==> src/periodic_unwrap_msd_top_macros.svh <==
// assertion macros for the msd block
`ifndef PERIODIC_UNWRAP_MSD_TOP_MACROS_SVH
`define PERIODIC_UNWRAP_MSD_TOP_MACROS_SVH

// implication checked on every rising clock edge outside reset
`define PUM_ASSERT_IMP(label, clk, rst, ante, cons) \
   label: assert property (@(posedge clk) disable iff (rst) (ante) |-> (cons)) \
      else $error("assertion failed");

// next-cycle implication checked on every rising clock edge outside reset
`define PUM_ASSERT_NEXT(label, clk, rst, ante, cons) \
   label: assert property (@(posedge clk) disable iff (rst) (ante) |=> (cons)) \
      else $error("assertion failed");

`endif

==> src/pum_pkg.sv <==
package pum_pkg;

   localparam int unsigned POS_W = 32;
   localparam int unsigned BOX_W = 31;
   localparam int unsigned CNT_W = 11;
   localparam int unsigned FRM_W = 16;
   localparam int unsigned WRP_W = 16;
   localparam int unsigned ACC_W = 64;
   localparam int unsigned OUT_W = 32;
   localparam int unsigned IDX_W = 3;

   localparam logic [IDX_W-1:0] REG_BOX_X = 3'd0;
   localparam logic [IDX_W-1:0] REG_BOX_Y = 3'd1;
   localparam logic [IDX_W-1:0] REG_BOX_Z = 3'd2;
   localparam logic [IDX_W-1:0] REG_COUNT = 3'd3;
   localparam logic [IDX_W-1:0] REG_START = 3'd4;

   typedef enum logic [3:0] {
      ST_IDLE,
      ST_READ,
      ST_WAIT,
      ST_DIV,
      ST_WRAP,
      ST_DISP,
      ST_SQ,
      ST_ACC,
      ST_WRITE,
      ST_ODIV,
      ST_OUT
   } state_type;

   // divider operation request
   typedef struct packed {
      logic        start;
      logic [63:0] num;
      logic [63:0] den;
   } div_req_type;

   typedef struct packed {
      logic        busy;
      logic        done;
      logic [63:0] quo;
   } div_rsp_type;

   function automatic logic [ACC_W-1:0] sat_add(input logic [ACC_W-1:0] a,
                                                 input logic [ACC_W-1:0] b);
      logic [ACC_W:0] s;
      s = {1'b0, a} + {1'b0, b};
      return s[ACC_W] ? {ACC_W{1'b1}} : s[ACC_W-1:0];
   endfunction

endpackage

==> src/pum_div.sv <==
module pum_div (
   input  logic                  clock,
   input  logic                  reset,
   input  pum_pkg::div_req_type  req,
   output pum_pkg::div_rsp_type  rsp
);

   logic [63:0] quo_ff, quo_in;
   logic [63:0] rem_ff, rem_in;
   logic [63:0] den_ff, den_in;
   logic [6:0]  cnt_ff, cnt_in;
   logic        busy_ff, busy_in;
   logic        done_ff, done_in;
   logic [64:0] trial;
   logic [64:0] shifted;

   always_comb begin
      quo_in  = quo_ff;
      rem_in  = rem_ff;
      den_in  = den_ff;
      cnt_in  = cnt_ff;
      busy_in = busy_ff;
      done_in = 1'b0;
      shifted = {rem_ff, quo_ff[63]};
      trial   = shifted - {1'b0, den_ff};
      if (req.start) begin
         quo_in  = req.num;
         rem_in  = '0;
         den_in  = req.den;
         cnt_in  = 7'd64;
         busy_in = 1'b1;
      end else if (busy_ff) begin
         // one quotient bit a cycle
         if (!trial[64]) begin
            rem_in = trial[63:0];
            quo_in = {quo_ff[62:0], 1'b1};
         end else begin
            rem_in = shifted[63:0];
            quo_in = {quo_ff[62:0], 1'b0};
         end
         cnt_in = cnt_ff - 7'd1;
         if (cnt_ff == 7'd1) begin
            busy_in = 1'b0;
            done_in = 1'b1;
         end
      end
   end

   always_ff @(posedge clock) begin
      if (reset) begin
         busy_ff <= 1'b0;
         done_ff <= 1'b0;
         cnt_ff  <= '0;
      end else begin
         busy_ff <= busy_in;
         done_ff <= done_in;
         cnt_ff  <= cnt_in;
      end
      quo_ff <= quo_in;
      rem_ff <= rem_in;
      den_ff <= den_in;
   end

   assign rsp.busy = busy_ff;
   assign rsp.done = done_ff;
   assign rsp.quo  = quo_ff;

endmodule

==> config.mk <==
export PLATFORM = sky130hd
export DESIGN_NAME = pum_div
export DESIGN_NICKNAME = d
export VERILOG_FILES = /design/src/periodic_unwrap_msd_top_macros.svh /design/src/pum_pkg.sv /design/src/pum_div.sv
export SDC_FILE = /design/constraint.sdc
export NUM_CORES = 1
export LEC_CHECK = 0
export ABC_AREA = 1
export ABC_CLOCK_PERIOD_IN_PS = 7200
export BUFFER_PORTS_ARGS = -buffer_cell sky130_fd_sc_hd__buf_2
export CORE_ASPECT_RATIO = 0.7
export CORE_UTILIZATION = 50
export DETAILED_ROUTE_END_ITERATION = 6
export PLACE_DENSITY = 0.75
export SLEW_MARGIN = 20
export SYNTH_ARGS = -nofsm -noshare
export SYNTH_HDL_FRONTEND = slang
export SYNTH_SLANG_ARGS = --single-unit
==> constraint.sdc <==
create_clock -name clock -period 7.2 [get_ports clock]
set_clock_uncertainty 0.15 [all_clocks]
set_input_delay 1.08 -clock clock [delete_from_list [all_inputs] [get_ports clock]]
set_output_delay 1.08 -clock clock [all_outputs]
set_load 0.03 [all_outputs]
==> impl_metrics.sql <==
INSERT INTO impl_metrics (metric_group, metric, value, unit) VALUES
('detailed_routing', 'drc_errors', '0', ''),
('setup_path', 'critical_path.most_common_cell', 'sky130_fd_sc_hd__nand2_2', ''),
('synth', 'share_of_synthesized_flip_flops_with_an_asynchronous_set_or_reset', '0', '%'),
('setup_path', 'max_stage_delay', '0.49', 'ns'),
('placed_design', 'routabilityCongestion', '0.967', ''),
('grt', 'overall_global_routing_usage', '30.4', '%'),
('grt', 'global_route_wire_length_before_repair', '68200', 'microns'),
('sta', 'setup_tns', '0', 'ns'),
('cells_and_area', 'number_of_non_filler_instances_in_the_completed_layout', '2879', ''),
('synth', 'synth_top_family_by_area', 'simple AND/OR/NAND/NOR gates', ''),
('power_and_ir_drop', 'powerDensity', '179', 'nW/um^2'),
('cells_and_area', 'fraction_of_final_layout_cells_sized_beyond_drive_strength_1', '10.7', '%'),
('detailed_routing', 'dr_wl_met2', '16700', 'microns'),
('grt', 'initial_antenna_violation_count', '1', ''),
('detailed_routing', 'vias_after_detailed_routing', '13971', ''),
('setup_path', 'setup.worst_path.end_class', 'flip-flop', ''),
('detailed_routing', 'met1Wirelength', '23700', 'microns'),
('setup_path', 'setup.worst_path.start_class', 'flip-flop', ''),
('synth', 'synth-edff-count', '128', ''),
('floorplan', 'floorplan.initialDensity', '51.5', '%'),
('sta', 'max-slew-margin-rel', '46.7', '%'),
('synth', 'synth_xor_xnor_area_share', '1.88', '%'),
('clock_tree', 'clk_path_buf_depth', '3', ''),
('cells_and_area', 'design.final.nets', '2690', ''),
('floorplan', 'placementRows', '51', ''),
('run_status', 'run_status', 'finished, final reports clean', ''),
('detailed_routing', 'via_per_inst', '4.85', ''),
('sta', 'drv_slew', '0', ''),
('synth', 'seq_area_frac_synth', '36.7', '%'),
('cells_and_area', 'multi_input_area', '6990', 'sq um'),
('clock_tree', 'cts.repair.resized', '0', ''),
('clock_tree', 'post_cts_buffers', '0', ''),
('sta', 'fmaxAchievable', '274', 'MHz'),
('setup_path', 'reg2reg_slack', '3.55', 'ns'),
('synth', 'post_synthesis_compound_gate_area_fraction', '2.55', '%'),
('synth', 'synth_fp_nets', '2508', ''),
('floorplan', 'floorplan.die.width', '205', 'microns'),
('clock_tree', 'cts_max_level', '1', ''),
('setup_path', 'slowest_stage', 'sky130_fd_sc_hd__buf_4', ''),
('clock_tree', 'clock_insertion_delay_worst_skew', '0.53', 'ns'),
('placed_design', 'place.detailed.hpwl', '36100', 'microns'),
('sta', 'rsz0062_at_grt', 'no', ''),
('placed_design', 'dpl.cell_count', '2840', ''),
('grt', 'first_global_vias', '12464', ''),
('power_and_ir_drop', 'ir_worst_vdd', '0.212', 'mV'),
('worst_hold_path', 'min_path_cells', '2', ''),
('grt', 'grt_residual_overflow', '0', ''),
('setup_path', 'crit_path_dat', '3.91', 'ns'),
('cells_and_area', 'seqCellArea', '5310', 'sq um'),
('floorplan', 'boundaryPins', '197', ''),
('sta', 'final_period_util', '50.7', '%'),
('power_and_ir_drop', 'static-leakage-power', '9.62', 'nW'),
('setup_path', 'crit_fanout', '36', ''),
('setup_path', 'worstRegToRegCells', '20', ''),
('cells_and_area', 'layout-area-overhead-vs-synth', '13.9', '%'),
('synth', 'synth_simple_gate_area_share', '38.0', '%'),
('synth', 'yosys-mux-area-fraction', '0', '%'),
('clock_tree', 'cts_root_buf', 'sky130_fd_sc_hd__clkbuf_16', ''),
('worst_hold_path', 'worst_hold_path.endpoint', 'rem_ff[6]$_SDFFE_PP0P_', ''),
('setup_path', 'combined_buffer_and_inverter_count_along_the_critical_path', '3', ''),
('synth', 'synthesis.area_per_instance', '6.26', 'sq um'),
('synth', 'post_synth_num_cell_types', '38', ''),
('worst_hold_path', 'min-delay-start', 'rem_ff[6]$_SDFFE_PP0P_', ''),
('floorplan', 'fp.dieArea', '29600', 'sq um'),
('cells_and_area', 'fillers', '2793', ''),
('clock_tree', 'hold_buffers', '0', ''),
('detailed_routing', 'route.detailed.wl_per_inst', '15.6', 'microns'),
('sta', 'final-setup-viol-count', '0', ''),
('detailed_routing', 'routed_wirelength', '45000', 'microns'),
('detailed_routing', 'top_signal_layer_used', 'met5', ''),
('floorplan', 'floorplan.die.height', '144', 'microns');
## layout by cell type (no fill, tap or decap), types with 4 or more instances in the layout
cell type                   instances
sky130_fd_sc_hd__xnor2_1           26
sky130_fd_sc_hd__edfxtp_1         128
sky130_fd_sc_hd__nand2_1         1095
sky130_fd_sc_hd__inv_1            500
sky130_fd_sc_hd__nand3b_1           8
sky130_fd_sc_hd__clkbuf_16         21
sky130_fd_sc_hd__buf_4              9
sky130_fd_sc_hd__clkinv_2           5
sky130_fd_sc_hd__clkbuf_1           4
sky130_fd_sc_hd__o21ai_0            7
sky130_fd_sc_hd__clkinv_1           7
sky130_fd_sc_hd__buf_2            195
sky130_fd_sc_hd__nand2_2           10
sky130_fd_sc_hd__nor2_1           109
sky130_fd_sc_hd__ha_1              66
sky130_fd_sc_hd__bufinv_16          4
sky130_fd_sc_hd__o21ai_1            6
sky130_fd_sc_hd__nor2_2             7
sky130_fd_sc_hd__nand4_1            8
sky130_fd_sc_hd__a21oi_1           50
sky130_fd_sc_hd__inv_2              6
sky130_fd_sc_hd__nor3_1            16
sky130_fd_sc_hd__xor2_1             5
sky130_fd_sc_hd__dfxtp_1           73
sky130_fd_sc_hd__nand3_1          120
## metal layers
| layer | up-vias | global-route usage [%] |
|---|---|---|
| li1 | 7232 | - |
| met1 | 6211 | 48.2 |
| met2 | 482 | 41.3 |
| met3 | 44 | 6.49 |
| met4 | 2 | 5.46 |
| met5 | - | 0 |
## report_power, final
group	switching (mW)	internal [mW]	total (mW)
logic	0.303	0.131	0.434
registers	0.0329	1.31	1.34
clock network	0.475	0.685	1.16
total	0.811	2.13	2.94
## flip-flops by register name, summed over array words and instances (netlist names)
signal	count
den_ff	64
cnt_ff	7
rem_ff	64
busy_ff	1
quo_ff	64
done_ff	1
## cells in the mapped netlist, types with 2 or more instances
master	number	area share, %
sky130_fd_sc_hd__xor2_1	5	0.30
sky130_fd_sc_hd__nor3_1	16	0.55
sky130_fd_sc_hd__buf_2	6	0.21
sky130_fd_sc_hd__nand2_2	10	0.43
sky130_fd_sc_hd__o21ai_1	6	0.21
sky130_fd_sc_hd__buf_4	3	0.16
sky130_fd_sc_hd__o21bai_1	3	0.16
sky130_fd_sc_hd__nor2_2	7	0.30
sky130_fd_sc_hd__nand2_1	1095	28
sky130_fd_sc_hd__nor2_1	111	2.9
sky130_fd_sc_hd__a21oi_1	50	1.7
sky130_fd_sc_hd__o21ai_0	7	0.24
sky130_fd_sc_hd__ha_1	66	5.7
sky130_fd_sc_hd__inv_1	502	13
sky130_fd_sc_hd__buf_6	6	0.47
sky130_fd_sc_hd__nand3_1	120	4.2
sky130_fd_sc_hd__inv_2	5	0.13
sky130_fd_sc_hd__buf_1	2	0.052
sky130_fd_sc_hd__nand4_1	8	0.35
sky130_fd_sc_hd__clkbuf_1	27	0.70
sky130_fd_sc_hd__edfxtp_1	128	27
sky130_fd_sc_hd__xnor2_1	26	1.6
sky130_fd_sc_hd__a21oi_2	2	0.12
sky130_fd_sc_hd__clkinv_1	6	0.16
sky130_fd_sc_hd__nand3b_1	8	0.42
sky130_fd_sc_hd__dfxtp_1	73	10
## how the worst max path moves through the flow
stage | start | cells after the start | slack (ns) | end
detailed placement | quo_ff[63]$_DFFE_PP_ | 20 | 3.54 | rem_ff[12]$_SDFFE_PP0P_
global route | quo_ff[63]$_DFFE_PP_ | 20 | 3.25 | rem_ff[5]$_SDFFE_PP0P_
floorplan | req[128] | 5 | 3.66 | quo_ff[0]$_DFFE_PP_
CTS | quo_ff[63]$_DFFE_PP_ | 20 | 3.54 | rem_ff[12]$_SDFFE_PP0P_
global placement | req[128] | 5 | 3.67 | quo_ff[63]$_DFFE_PP_
finish | quo_ff[63]$_DFFE_PP_ | 20 | 3.55 | rem_ff[12]$_SDFFE_PP0P_
## area by class of cell
cell class,count,area share (%)
multi-input combinational,1551,42.5
sequential,201,32.2
inverter,513,11.7
timing repair buffer,204,6.34
clock buffer,25,3.29
tap,371,2.82
clock inverter,13,1.10
antenna,1,0.0152
## cells by family after synthesis
group           after synthesis
simple gates               1383
flops                       201
buf+inv                     558
xor+xnor                     31
fa+ha+maj                    67
compound gates               70
## metrics by stage
stage | instance area, sq um | setup WS [ns] | hold WS [ns] | total power [mW] | util [%]
2_1_floorplan | 14500 | 3.66 | 0.292 | 1.64 | -
3_3_place_gp | 15700 | 3.67 | 0.306 | 1.79 | 56.0
3_5_place_dp | 15700 | 3.54 | 0.314 | 1.80 | 56.0
4_1_cts | 16500 | 3.54 | 0.324 | 2.96 | 58.6
5_1_grt | 16500 | 3.25 | 0.338 | 3.05 | 58.6
6_report | 16500 | 3.55 | 0.323 | 2.94 | 58.6
## worst min-delay path: stages, from the launching register on
cell and delay, ns:
sky130_fd_sc_hd__dfxtp_1 0.32, sky130_fd_sc_hd__nand2_1 0.06, sky130_fd_sc_hd__nand2_1 0.04
(Power assumes the default switching activity.)
